[config.mk]
export PLATFORM = sky130hd
export DESIGN_NAME = hid_out_fifo
export DESIGN_NICKNAME = d
export VERILOG_FILES = /design/src/rtl/core/hid_pkg.sv /design/src/rtl/core/hid_out_fifo.sv
export VERILOG_INCLUDE_DIRS = /design/src /design/src/rtl/core
export SDC_FILE = /design/constraint.sdc
export NUM_CORES = 1
export LEC_CHECK = 0
export BUFFER_PORTS_ARGS = -buffer_cell sky130_fd_sc_hd__buf_2
export CORE_MARGIN = 2
export CORE_UTILIZATION = 35
export CTS_BUF_LIST = sky130_fd_sc_hd__clkbuf_2 sky130_fd_sc_hd__clkbuf_4 sky130_fd_sc_hd__clkbuf_8
export CTS_CLUSTER_DIAMETER = 120
export DETAILED_ROUTE_END_ITERATION = 6
export GPL_ROUTABILITY_DRIVEN = 0
export PLACE_DENSITY = 0.62
export SKIP_LAST_GASP = 1
export SLEW_MARGIN = 20
export SYNTH_ARGS = -nofsm -noshare
export SYNTH_HDL_FRONTEND = slang
export SYNTH_SLANG_ARGS = --single-unit
[constraint.sdc]
create_clock -name clk -period 7.3 [get_ports clk]
set_input_delay 0.365 -clock clk [delete_from_list [all_inputs] [get_ports clk]]
set_output_delay 0.365 -clock clk [all_outputs]
set_load 0.02 [all_outputs]
[src/rtl/core/assert_macros.svh]
// ---------------------------------------------------------------------------
// Assertion macros
// These are the shared forms for concurrent assertions, clocked on clk and
// disabled while rst_n is low.
// ---------------------------------------------------------------------------
`ifndef ASSERT_MACROS_SVH
`define ASSERT_MACROS_SVH

// The condition must hold at every clock edge.
`define HID_ASSERT(lbl, cond, msg) \
    lbl: assert property (@(posedge clk) disable iff (!rst_n) (cond)) else $error(msg);

// When the first condition holds, the second must hold at the same edge.
`define HID_ASSERT_IMP(lbl, ante, cons, msg) \
    lbl: assert property (@(posedge clk) disable iff (!rst_n) (ante) |-> (cons)) \
        else $error(msg);

`endif

[src/rtl/core/hid_pkg.sv]
// ---------------------------------------------------------------------------
// hid_pkg
// Shared widths, register indexes, dimension codes and the layout decoder.
// ---------------------------------------------------------------------------
package hid_pkg;

    localparam int INDEX_BITS  = 32;
    localparam int EXTENT_BITS = 16;
    localparam int OUT_BITS    = INDEX_BITS + 1;
    localparam int LAYOUT_BITS = 4;
    localparam int CFG_ADDR_BITS = 3;
    localparam int NUM_DIMS    = 3;

    // Output item payload: three coordinates.
    localparam int OUT_DATA_BITS = NUM_DIMS * OUT_BITS;
    localparam int OUT_TDATA_BITS = ((OUT_DATA_BITS + 7) / 8) * 8;
    localparam int IN_TDATA_BITS = ((INDEX_BITS + 7) / 8) * 8;

    // Register indexes on the configuration port.
    localparam logic [CFG_ADDR_BITS-1:0] REG_LAYOUT     = 3'd0;
    localparam logic [CFG_ADDR_BITS-1:0] REG_LON_START  = 3'd1;
    localparam logic [CFG_ADDR_BITS-1:0] REG_LON_LENGTH = 3'd2;
    localparam logic [CFG_ADDR_BITS-1:0] REG_LAT_START  = 3'd3;
    localparam logic [CFG_ADDR_BITS-1:0] REG_LAT_LENGTH = 3'd4;
    localparam logic [CFG_ADDR_BITS-1:0] REG_LEV_START  = 3'd5;
    localparam logic [CFG_ADDR_BITS-1:0] REG_LEV_LENGTH = 3'd6;

    typedef enum logic [1:0] {
        DIM_LON  = 2'd0,
        DIM_LAT  = 2'd1,
        DIM_LEV  = 2'd2,
        DIM_NONE = 2'd3
    } dim_t;

    typedef struct packed {
        logic ok;
        logic three;
        dim_t slow;
        dim_t mid;
        dim_t fast;
    } order_t;

    typedef struct packed {
        logic [OUT_BITS-1:0] lev_coord;
        logic [OUT_BITS-1:0] lat_coord;
        logic [OUT_BITS-1:0] lon_coord;
        logic                beyond_box;
    } result_t;

    // Dimension order of each layout, slowest first. With two dimensions
    // the middle slot is unused.
    function automatic order_t decode_layout(input logic [LAYOUT_BITS-1:0] layout);
        order_t o;
        o = '{ok: 1'b1, three: 1'b0, slow: DIM_NONE, mid: DIM_NONE, fast: DIM_NONE};
        unique case (layout)
            4'd0:  begin o.slow = DIM_LON; o.fast = DIM_LAT; end
            4'd1:  begin o.slow = DIM_LAT; o.fast = DIM_LON; end
            4'd2:  begin o.slow = DIM_LAT; o.fast = DIM_LEV; end
            4'd3:  begin o.slow = DIM_LEV; o.fast = DIM_LAT; end
            4'd4:  begin o.slow = DIM_LON; o.fast = DIM_LEV; end
            4'd5:  begin o.slow = DIM_LEV; o.fast = DIM_LON; end
            4'd6:  begin o.three = 1'b1; o.slow = DIM_LON; o.mid = DIM_LAT; o.fast = DIM_LEV; end
            4'd7:  begin o.three = 1'b1; o.slow = DIM_LEV; o.mid = DIM_LON; o.fast = DIM_LAT; end
            4'd8:  begin o.three = 1'b1; o.slow = DIM_LON; o.mid = DIM_LEV; o.fast = DIM_LAT; end
            4'd9:  begin o.three = 1'b1; o.slow = DIM_LEV; o.mid = DIM_LAT; o.fast = DIM_LON; end
            4'd10: begin o.three = 1'b1; o.slow = DIM_LAT; o.mid = DIM_LEV; o.fast = DIM_LON; end
            4'd11: begin o.three = 1'b1; o.slow = DIM_LAT; o.mid = DIM_LON; o.fast = DIM_LEV; end
            default: o.ok = 1'b0;
        endcase
        return o;
    endfunction

endpackage

[src/rtl/core/hid_out_fifo.sv]
// ---------------------------------------------------------------------------
// hid_out_fifo
// Two-entry output queue that lets the pipeline keep moving while a result
// waits to be taken.
// ---------------------------------------------------------------------------
`include "assert_macros.svh"

module hid_out_fifo (
    input  logic                clk,
    input  logic                rst_n,
    input  logic                push,
    input  hid_pkg::result_t    push_data,
    output logic                has_room,
    output logic                out_valid,
    input  logic                out_ready,
    output hid_pkg::result_t    out_data
);

    hid_pkg::result_t mem_reg [2];
    logic       wr_ptr_reg;
    logic       wr_ptr_next;
    logic       rd_ptr_reg;
    logic       rd_ptr_next;
    logic [1:0] count_reg;
    logic [1:0] count_next;
    logic       pop;

    assign has_room  = (count_reg != 2'd2);
    assign out_valid = (count_reg != 2'd0);
    assign out_data  = mem_reg[rd_ptr_reg];
    assign pop       = out_valid && out_ready;

    always_comb
    begin
        wr_ptr_next = push ? ~wr_ptr_reg : wr_ptr_reg;
        rd_ptr_next = pop ? ~rd_ptr_reg : rd_ptr_reg;
        count_next  = count_reg + {1'b0, push} - {1'b0, pop};
    end

    always_ff @(posedge clk or negedge rst_n)
    begin
        if (!rst_n)
        begin
            wr_ptr_reg <= 1'b0;
            rd_ptr_reg <= 1'b0;
            count_reg  <= 2'd0;
        end
        else
        begin
            wr_ptr_reg <= wr_ptr_next;
            rd_ptr_reg <= rd_ptr_next;
            count_reg  <= count_next;
        end
    end

    always_ff @(posedge clk)
    begin
        if (push)
        begin
            mem_reg[wr_ptr_reg] <= push_data;
        end
    end

    `HID_ASSERT(a_count_range, count_reg != 2'd3, "output queue count out of range")
    `HID_ASSERT_IMP(a_no_overflow, push, has_room, "push into a full output queue")
    `HID_ASSERT_IMP(a_count_step, push && !pop, count_next == count_reg + 2'd1,
        "output queue count did not grow on push")

endmodule

==> impl_results.md <==
- GR Overflow Total: 0
- Largest net degree at the start of global routing: 57
- DRT iter0 DRCs: 169
- Worst endpoint required time: 6.93 ns
- Fin area: 0.00972 mm2
- Multi-input logic area: 0.00156 mm2
- Htree depth: 2
- Final cycle utilization of the critical path: 45.3%
- IO Port Bufs: 205
- Fmax: 303 MHz
- XOR/XNOR Fraction of Synth Area: 0.446%
- Area delta synth->final: 23.6%
- Die height: 154 um
- Total leakage power: 3.92 nW
- Final hold violations: 0
- Post-synthesis async set-or-reset flop share: 1.96%
- Residual DRC count: 0
- Fin. max-slew vios: 0
- Worst hold path class: primary input to register
- Crit. End Element: output port
- Dpl hpwl: 9350 um
- Cell Rows: 54
- Bufs and invs on worst path: 2
- GRT Overall Usage: 11.9%
- Hold endpoint: mem_reg[1][96]$_DFFE_PP_
- Post-CTS setup buffers: 0
- Met2 Usage GRT: 20.8%
- Worst ir drop on vdd: 236 uV
- Die width: 154 um
- Hold depth: 1
- Finish-stage setup viols: 0
- Post-Syn Area: 0.00786 mm2
- DIE AREA: 0.0237 mm2
- Skew final: 0.0157 ns
- Pre-Repair DR Iteration Count: 4
- Instance count of the mapped netlist: 328
- Ports: 206
- CP cell instances: buf_4 -> mux2_4 -> buf_2
- Met3 usage: 4.40%
- Critical path arrival: 2.94 ns
- Vias: 3799
- Cts bufs inserted: 36
- Post-synth top cells: edfxtp_1 (200), mux2_4 (90), mux2_2 (10)
- Final setup margin: 3.99 ns
- Synth Warn #: 0
- Post-route insts no fill: 864
- Post-synthesis mux area share: 18.6%
- Core area: 0.0220 mm2
- Placed instance area: 0.00909 mm2
- Post-synthesis sequential area ratio: 77.6%
- Max-Cap Viols: 0
- First-pass GRT wire length: 22000 um
- Synthesized Nets: 434
- Clock insertion delay at the later pin of the skew report: 0.49 ns
- CP peak stage delay: 0.93 ns
- Worst r2r path cells: 2
- Count leader, synth: edfxtp_1
- Rel. slew slack: 31.6%
- Register area: 0.00611 mm2
- Reg2reg setup slack: 5.13 ns
- Initial core utilization: 35.8%
- Clk Tree Root Cell: clkbuf_8
- Global routing's busiest layer: met2
- WL final: 14300 um
- Met1 Use GR: 13.4%
- Synth top area share: 76.4%
- Vias in the first global route: 4159
- CTS max path bufs: 3
- Pre-CTS WS: 4.42 ns
- R2R Path Start: wr_ptr_reg$_DFFE_PN0P_
- Synth Area in Adders: 0.318%
- # clock sinks: 204
- Vias per inst: 4.40
- Most area-consuming cells after synthesis: edfxtp_1 (76%), mux2_4 (17%), buf_12 (2.3%)
- Critical Path Start Type: register
- HP Start: push_data[96]
- Period minus WS final: 3.31 ns
- Critical path type: register to output port
- Synth area leader: edfxtp_1
- Synth Area in Compound Gates: 0.0955%
- Top delay family on crit path: buffers and inverters
- Cells after DPL: 806
- Post-Syn Area per Cell: 24.0 um2
- Status: complete, no violations
- Synth Register Bits: 204
- Number of synthesized flops with an enable pin: 200
- Largest family of logic cells by synthesized area: multiplexers
- Setup_tns: 0 ns
- RSZ-0062 raised after global routing: no
- Ratio of cells with drive above 1 in the final layout: 62.1%
- CP max stage cell: dfrtp_4
- CTS clock-pin slew for the worst setup and hold paths: 0.06 ns
- Remaining antenna violation count: 0
- Power density cells: 402 mW/mm2
- Ys flop type: edfxtp_1
- WL/cell: 16.5 um
- Antenna violations before repair: 2
- Filler cells: 1947
- Slew @ Worst Pin: 1.03 ns
- CTS tree: yes
- Net count, final: 671
- Synth Area in Simple Gates: 0.286%
- Netlist cell types: 16
- R2r endpoint: mem_reg[1][34]$_DFFE_PP_
- Critical Path Fanout Max: 56
- Max reg flops: 200
## placed cells by master (no fill, tap or decap)
cell             n
and2_4           1
buf_2          205
buf_4            4
clkbuf_4        11
clkbuf_8        37
clkinv_1         7
clkinv_2         1
dfrtp_1          3
dfrtp_4          1
diode_2          1
dlygate4sd3_1    1
edfxtp_1       200
ha_1             2
inv_1            2
mux2_2          10
mux2_4          90
nand2_1          1
nor2b_4          1
o21a_1           1
or2_2            1
xnor2_1          2
xor2_1           2
## power by group
part           leakage (nW)  switching [W]  total (W)  internal (W)
combinational          1.66       0.000703    0.00130      0.000599
clock                 0.332       0.000406   0.000923      0.000517
sequential             1.92       0.000120    0.00168       0.00156
## area by class of cell
| cell class | count | share of cell area, % |
|---|---|---|
| Tap cell | 280 | 3.60 |
| Inverter | 2 | 0.0772 |
| Sequential cell | 204 | 62.8 |
| Antenna cell | 1 | 0.0257 |
| Clock inverter | 8 | 0.322 |
| Timing Repair Buffer | 210 | 11.0 |
| Multi-Input combinational cell | 111 | 16.1 |
| Clock buffer | 48 | 6.09 |
## worst max-delay path by stage
| stage | startpoint | to | slack [ns] | depth (start not counted) |
|---|---|---|---|---|
| after floorplan | wr_ptr_reg$_DFFE_PN0P_ | mem_reg[0][0]$_DFFE_PP_ | 1.90 | 1 |
| after global placement | rd_ptr_reg$_DFFE_PN0P_ | out_data[56] | 4.47 | 3 |
| after detailed placement | rd_ptr_reg$_DFFE_PN0P_ | out_data[38] | 4.42 | 3 |
| after CTS | rd_ptr_reg$_DFFE_PN0P_ | out_data[38] | 3.86 | 3 |
| after global routing | rd_ptr_reg$_DFFE_PN0P_ | out_data[52] | 3.78 | 3 |
| final | rd_ptr_reg$_DFFE_PN0P_ | out_data[6] | 3.99 | 3 |
## worst register-to-register path, stage by stage (launching register included)
cell,delay (ns)
dfrtp_1,0.41
and2_4,0.65
buf_4,0.69
## per-stage QoR
step	power [W]	util, %	hold slack [ns]
5_1_grt	0.00412	44.3	0.0226
4_1_cts	0.00399	44.3	0.0135
2_1_floorplan	0.00276	-	0.0694
6_report	0.00390	44.3	0.0614
3_5_place_dp	0.00304	41.4	0.174
3_3_place_gp	0.00301	41.4	0.174
## cell families after synthesis
family                     after synthesis
AOI/OAI and AO/OA                        1
xor gates and xnor gates                 4
adders and majority gates                2
buffers and inverters                   13
DFF                                    204
muxes                                  100
and+or+nand+nor                          4
## repair_timing
action | in CTS | in global routing
hold endpoints to repair | 4 | 0
gates resized for setup | 0 | 0
hold buffers | 1 | 0
## routing by layer
| metal | part of all wire (%) | wire length (um) | vias up |
|---|---|---|---|
| met3 | 8.3 | 1190 | 38 |
| met2 | 50 | 7080 | 157 |
| met4 | 2.7 | 390 | 2 |
| li1 | - | - | 1776 |
| met1 | 39 | 5580 | 1826 |
| met5 | 0.077 | 11 | - |
Power figures use the tool's default switching activity.
