$ cat config.mk
export PLATFORM = sky130hd
export DESIGN_NAME = hid_div_pipe
export DESIGN_NICKNAME = d
export VERILOG_FILES = /design/src/rtl/core/assert_macros.svh /design/src/rtl/core/hid_pkg.sv /design/src/rtl/core/hid_div_pipe.sv
export SDC_FILE = /design/constraint.sdc
export NUM_CORES = 2
export LEC_CHECK = 0
export CAP_MARGIN = 20
export CORE_ASPECT_RATIO = 1.75
export CORE_MARGIN = 3
export CORE_UTILIZATION = 64
export CTS_BUF_LIST = sky130_fd_sc_hd__clkbuf_16
export DETAILED_ROUTE_END_ITERATION = 16
export DONT_BUFFER_PORTS = 1
export PLACE_DENSITY_LB_ADDON = 0.05
export SLEW_MARGIN = 15
export SYNTH_ARGS = -nofsm -noshare
export SYNTH_HDL_FRONTEND = slang
export SYNTH_SLANG_ARGS = --single-unit
$ cat constraint.sdc
create_clock -name clk -period 3.85 [get_ports clk]
set_input_delay 0.9625 -clock clk [delete_from_list [all_inputs] [get_ports clk]]
set_output_delay 0.9625 -clock clk [all_outputs]
set_load 0.005 [all_outputs]
$ cat src/rtl/core/assert_macros.svh
// ---------------------------------------------------------------------------
// Assertion macros
// These are the shared forms for concurrent assertions, clocked on clk and
// disabled while rst_n is low.
// ---------------------------------------------------------------------------
`ifndef ASSERT_MACROS_SVH
`define ASSERT_MACROS_SVH

// The condition must hold at every clock edge.
`define HID_ASSERT(lbl, cond, msg) \
    lbl: assert property (@(posedge clk) disable iff (!rst_n) (cond)) else $error(msg);

// When the first condition holds, the second must hold at the same edge.
`define HID_ASSERT_IMP(lbl, ante, cons, msg) \
    lbl: assert property (@(posedge clk) disable iff (!rst_n) (ante) |-> (cons)) \
        else $error(msg);

`endif

$ cat src/rtl/core/hid_pkg.sv
// ---------------------------------------------------------------------------
// hid_pkg
// Shared widths, register indexes, dimension codes and the layout decoder.
// ---------------------------------------------------------------------------
package hid_pkg;

    localparam int INDEX_BITS  = 32;
    localparam int EXTENT_BITS = 16;
    localparam int OUT_BITS    = INDEX_BITS + 1;
    localparam int LAYOUT_BITS = 4;
    localparam int CFG_ADDR_BITS = 3;
    localparam int NUM_DIMS    = 3;

    // Output item payload: three coordinates.
    localparam int OUT_DATA_BITS = NUM_DIMS * OUT_BITS;
    localparam int OUT_TDATA_BITS = ((OUT_DATA_BITS + 7) / 8) * 8;
    localparam int IN_TDATA_BITS = ((INDEX_BITS + 7) / 8) * 8;

    // Register indexes on the configuration port.
    localparam logic [CFG_ADDR_BITS-1:0] REG_LAYOUT     = 3'd0;
    localparam logic [CFG_ADDR_BITS-1:0] REG_LON_START  = 3'd1;
    localparam logic [CFG_ADDR_BITS-1:0] REG_LON_LENGTH = 3'd2;
    localparam logic [CFG_ADDR_BITS-1:0] REG_LAT_START  = 3'd3;
    localparam logic [CFG_ADDR_BITS-1:0] REG_LAT_LENGTH = 3'd4;
    localparam logic [CFG_ADDR_BITS-1:0] REG_LEV_START  = 3'd5;
    localparam logic [CFG_ADDR_BITS-1:0] REG_LEV_LENGTH = 3'd6;

    typedef enum logic [1:0] {
        DIM_LON  = 2'd0,
        DIM_LAT  = 2'd1,
        DIM_LEV  = 2'd2,
        DIM_NONE = 2'd3
    } dim_t;

    typedef struct packed {
        logic ok;
        logic three;
        dim_t slow;
        dim_t mid;
        dim_t fast;
    } order_t;

    typedef struct packed {
        logic [OUT_BITS-1:0] lev_coord;
        logic [OUT_BITS-1:0] lat_coord;
        logic [OUT_BITS-1:0] lon_coord;
        logic                beyond_box;
    } result_t;

    // Dimension order of each layout, slowest first. With two dimensions
    // the middle slot is unused.
    function automatic order_t decode_layout(input logic [LAYOUT_BITS-1:0] layout);
        order_t o;
        o = '{ok: 1'b1, three: 1'b0, slow: DIM_NONE, mid: DIM_NONE, fast: DIM_NONE};
        unique case (layout)
            4'd0:  begin o.slow = DIM_LON; o.fast = DIM_LAT; end
            4'd1:  begin o.slow = DIM_LAT; o.fast = DIM_LON; end
            4'd2:  begin o.slow = DIM_LAT; o.fast = DIM_LEV; end
            4'd3:  begin o.slow = DIM_LEV; o.fast = DIM_LAT; end
            4'd4:  begin o.slow = DIM_LON; o.fast = DIM_LEV; end
            4'd5:  begin o.slow = DIM_LEV; o.fast = DIM_LON; end
            4'd6:  begin o.three = 1'b1; o.slow = DIM_LON; o.mid = DIM_LAT; o.fast = DIM_LEV; end
            4'd7:  begin o.three = 1'b1; o.slow = DIM_LEV; o.mid = DIM_LON; o.fast = DIM_LAT; end
            4'd8:  begin o.three = 1'b1; o.slow = DIM_LON; o.mid = DIM_LEV; o.fast = DIM_LAT; end
            4'd9:  begin o.three = 1'b1; o.slow = DIM_LEV; o.mid = DIM_LAT; o.fast = DIM_LON; end
            4'd10: begin o.three = 1'b1; o.slow = DIM_LAT; o.mid = DIM_LEV; o.fast = DIM_LON; end
            4'd11: begin o.three = 1'b1; o.slow = DIM_LAT; o.mid = DIM_LON; o.fast = DIM_LEV; end
            default: o.ok = 1'b0;
        endcase
        return o;
    endfunction

endpackage

$ cat src/rtl/core/hid_div_pipe.sv
// ---------------------------------------------------------------------------
// hid_div_pipe
// Pipelined restoring divider, one quotient bit per register stage, with a
// side payload that travels alongside the dividend.
// ---------------------------------------------------------------------------
module hid_div_pipe (
    input  logic                            clk,
    input  logic                            rst_n,
    input  logic                            advance,
    input  logic                            in_valid,
    input  logic [hid_pkg::INDEX_BITS-1:0]  dividend,
    input  logic [hid_pkg::EXTENT_BITS-1:0] divisor,
    input  logic [hid_pkg::EXTENT_BITS-1:0] side_in,
    output logic                            out_valid,
    output logic [hid_pkg::INDEX_BITS-1:0]  quotient,
    output logic [hid_pkg::EXTENT_BITS-1:0] remainder,
    output logic [hid_pkg::EXTENT_BITS-1:0] side_out
);

    localparam int N  = hid_pkg::INDEX_BITS;
    localparam int EB = hid_pkg::EXTENT_BITS;

    logic          valid_reg [N];
    logic [EB-1:0] rem_reg   [N];
    logic [N-1:0]  q_reg     [N];
    logic [EB-1:0] side_reg  [N];

    for (genvar i = 0; i < N; i++) begin : g_stage
        logic          prev_valid;
        logic [EB-1:0] prev_rem;
        logic [N-1:0]  prev_q;
        logic [EB-1:0] prev_side;
        logic [EB:0]   trial;
        logic [EB:0]   diff;
        logic          take;

        if (i == 0) begin : g_first
            assign prev_valid = in_valid;
            assign prev_rem   = '0;
            assign prev_q     = dividend;
            assign prev_side  = side_in;
        end else begin : g_next
            assign prev_valid = valid_reg[i-1];
            assign prev_rem   = rem_reg[i-1];
            assign prev_q     = q_reg[i-1];
            assign prev_side  = side_reg[i-1];
        end

        // Bring down the next dividend bit and try the subtraction.
        assign trial = {prev_rem, prev_q[N-1]};
        assign diff  = trial - {1'b0, divisor};
        assign take  = (trial >= {1'b0, divisor});

        always_ff @(posedge clk or negedge rst_n)
        begin
            if (!rst_n)
            begin
                valid_reg[i] <= 1'b0;
            end
            else if (advance)
            begin
                valid_reg[i] <= prev_valid;
            end
        end

        always_ff @(posedge clk)
        begin
            if (advance)
            begin
                rem_reg[i]  <= take ? diff[EB-1:0] : trial[EB-1:0];
                q_reg[i]    <= {prev_q[N-2:0], take};
                side_reg[i] <= prev_side;
            end
        end
    end

    assign out_valid = valid_reg[N-1];
    assign quotient  = q_reg[N-1];
    assign remainder = rem_reg[N-1];
    assign side_out  = side_reg[N-1];

endmodule

==> qor.csv <==
stage,metric,value,unit
layout,area.growth.synth_to_final,15.2,%
yosys,synth_nets,6493,
yosys,ys.flop_type,edfxtp_1,
place,port_buffers,0,
grt,antenna_found_initial,2,
sta,fin_crit,3.58,ns
sta,skew,0.0880,ns
worst_setup_path,r2r_slack,0.37,ns
clocking,clock_sinks,2080,
yosys,syn_area,90100,µm²
grt,grt_pass1_vias,53800,
clocking,post-cts-setup-buffers,0,
sta,post-route-period-util,0.929,
worst_hold_path,hold_path_end,side_reg[0][4]$_DFFE_PP_,
clocking,worstSkewPairLatency,0.83,ns
floorplan,fp.coreArea,140000,µm²
worst_setup_path,reg2reg_to,rem_reg[6][30]$_DFFE_PP_,
power_and_ir_drop,irDropWorstVdd,0.582,mV
sta,fin_ws,0.274,ns
sta,slew_headroom,0.281,
floorplan,die_area,145000,µm²
layout,nNetsFinal,7190,
worst_setup_path,critPathLaunchType,input pin,
run_status,status,finished clean,
yosys,synth.distinct_cells,85,
clocking,root_buffer,clkbuf_16,
clocking,clk_pin_slew,0.07,ns
worst_setup_path,crit_fanout,174,
place,pre_cts_slack,-2.01,ns
clocking,cts_resized,0,
floorplan,fp.dieH,502,µm
worst_setup_path,slowest_delay,0.48,ns
sta,slew_violations,0,
routing,wl_per_cell,22.9,µm
worst_setup_path,worst_ep_arrival_time,3.98,ns
worst_setup_path,crit_top_cell,buf_16,
worst_hold_path,worstHoldPathType,input pin to register,
worst_setup_path,critPathCaptureType,register,
floorplan,die_w,290,µm
clocking,cts_tree,built,
sta,rsz0062_at_grt,no,
sta,hold_viol_final,0,
worst_setup_path,worst-r2r-cell-count,13,
power_and_ir_drop,powerDensity,807,nW/µm²
layout,largest_reg_flops,1024,
yosys,ys_ff_latch,2080,
worst_hold_path,holdPathStages,0,
worst_setup_path,r2r_start,q_reg[1][287]$_DFFE_PP_,
layout,layout-drive-gt1-share,0.180,
routing,firstDrtPassIters,5,
worst_setup_path,required,4.25,ns
worst_hold_path,min_from,side_in[4],
worst_setup_path,cp_slowest_cell,buf_16,
sta,setup_viol,0,
worst_setup_path,path_class,input pin to register,
grt,gr-total-overflow,0,
routing,vias_per_cell,5.98,
power_and_ir_drop,finalPower,83.7,mW
yosys,yosys-top-cells-area,"edfxtp_1, ha_1, mux2_2",
yosys,synth-edff-count,2048,
grt,grt.total_usage,0.273,
floorplan,num_rows,181,
yosys,syn-instance-count,5896,
routing,vias,51200,
grt,grt_start_max_net_pins,256,
routing,final_antenna_net_count,0,
yosys,yosysWarnings,0,
floorplan,start_util,0.646,
run,drv_cap,0,
worst_setup_path,crit_start,advance,
sta,fmax,280,MHz
routing,routed_wl,196000,µm
yosys,ys_seq_area_frac,0.692,
layout,utilization,0.744,
sta,tightest_slew,1.08,ns
worst_setup_path,worstPathCellList,"buf_16, buf_16, buf_16, buf_16, buf_16",
yosys,yosys.area.top_type,edfxtp_1,
clocking,numCtsBuffers,173,
grt,grt_first_pass_wirelength,299000,µm
power_and_ir_drop,p_leak,39.3,nW
clocking,cts_buffer_depth,3,
yosys,synth_top_area_share,0.683,
place,hpwlAfterDp,122000,µm
routing,drcViolationCount,0,
clocking,cts_max_level,4,
yosys,syn_avg_cell_area,15.3,µm²
routing,drt_iter0_markers,3559,
place,routabilityCongestion,0.926,
yosys,async_reset_ff_frac,0.0154,
floorplan,io_pins,133,
==> critical path: cells and delay by family <==
family   cells  cell delay [ns]
buf+inv      5             2.19
==> cell usage after synthesis (10+ instances only) <==
master,n
a21oi_1,331
mux2_1,14
buf_2,18
nor4_1,29
dfrtp_1,32
and2_1,11
nand4_1,69
xor2_1,132
o21bai_1,15
mux2i_1,51
nor2b_1,87
o311ai_0,14
a31oi_1,41
nand2b_1,62
ha_1,498
clkbuf_1,48
or2_2,13
nand2_1,285
edfxtp_1,2048
nand3_1,60
a21o_1,118
o41ai_1,13
a31o_2,13
o31a_1,32
inv_1,190
mux2_2,290
nor2_1,363
fa_1,31
o211ai_1,20
nor3_1,80
a211oi_1,26
o21ai_0,293
or4_1,10
o31ai_1,33
xnor2_1,221
a21boi_0,35
a211o_1,16
or3_1,25
o21a_1,76
and3_1,18
==> per-layer routing <==
metal	routed length, µm	vias up	track usage
li1	-	24100	-
met1	67700	25100	0.291
met2	106000	1483	0.504
met3	8250	565	0.0402
met4	13800	2	0.165
met5	13	-	0
==> through the flow <==
| step | cell area (µm²) | hold WS, ns | TNS [ns] | cells |
|---|---|---|---|---|
| 2_1_floorplan | 90200 | 0.400 | -125.26 | 5896 |
| 3_3_place_gp | 97300 | 0.400 | -896.80 | 8238 |
| 3_5_place_dp | 97300 | 0.405 | -961.28 | 8239 |
| 4_1_cts | 104000 | 0.153 | 0 | 8563 |
| 5_1_grt | 104000 | 0.165 | 0 | 8567 |
| 6_report | 104000 | 0.223 | 0 | 8567 |
==> cells by family after synthesis <==
family	share of synthesized area
AOI/OAI and AO/OA	0.0819
muxes	0.0437
DFF	0.692
buffers and inverters	0.0118
and+or+nand+nor	0.0607
xor gates and xnor gates	0.0343
adders and majority gates	0.0761
==> cell type report <==
cell class / count / area [µm²]
inverters: 191 / 728
fillers: 8542 / 35800
repair buffers: 601 / 5430
flip-flops and latches: 2080 / 62300
clock buffers: 173 / 4330
multi-input cells: 3546 / 26800
clock inverters: 145 / 1850
well taps: 1830 / 2290
diodes: 1 / 2.50
==> what timing repair did <==
action,CTS,global route
gates cloned,4,1
hold endpoints to repair,32,0
setup endpoints to repair,499,108
hold buffers,2,0
==> power by group <==
group	total (mW)	switching, mW	internal, mW	leakage, nW
Clock	18.9	8.40	10.5	3.04
Combinational	31.3	16.0	15.3	15.8
Sequential	33.6	2.60	31.0	20.4
==> worst max path at each step <==
stage	to	slack, ns
after floorplan	rem_reg[5][40]$_DFFE_PP_	-0.59
after global placement	rem_reg[3][8]$_DFFE_PP_	-1.89
after detailed placement	rem_reg[3][9]$_DFFE_PP_	-2.01
after CTS	q_reg[0][447]$_DFFE_PP_	0.16
after global routing	rem_reg[3][0]$_DFFE_PP_	0.19
final	q_reg[1][198]$_DFFE_PP_	0.27
==> layout by cell type, fill, tap and decap left out, drive strengths merged, types with 18 or more instances in the layout <==
cell type	n
fa	31
inv	216
o31a	32
a21oi	332
or3	25
nand2	285
mux2i	51
clkbuf	174
a31oi	42
nor2	363
mux2	304
nand3	60
dfrtp	32
nand2b	62
nor3	81
o211ai	20
xnor2	221
xor2	132
o21ai	303
clkinv	73
nor4	31
a21boi	36
a211oi	28
nor2b	87
a21o	118
and3	18
o21a	76
nand4	69
ha	498
buf	595
edfxtp	2048
o31ai	34
bufinv	31
Note: power is estimated with default switching activity, not from simulation.
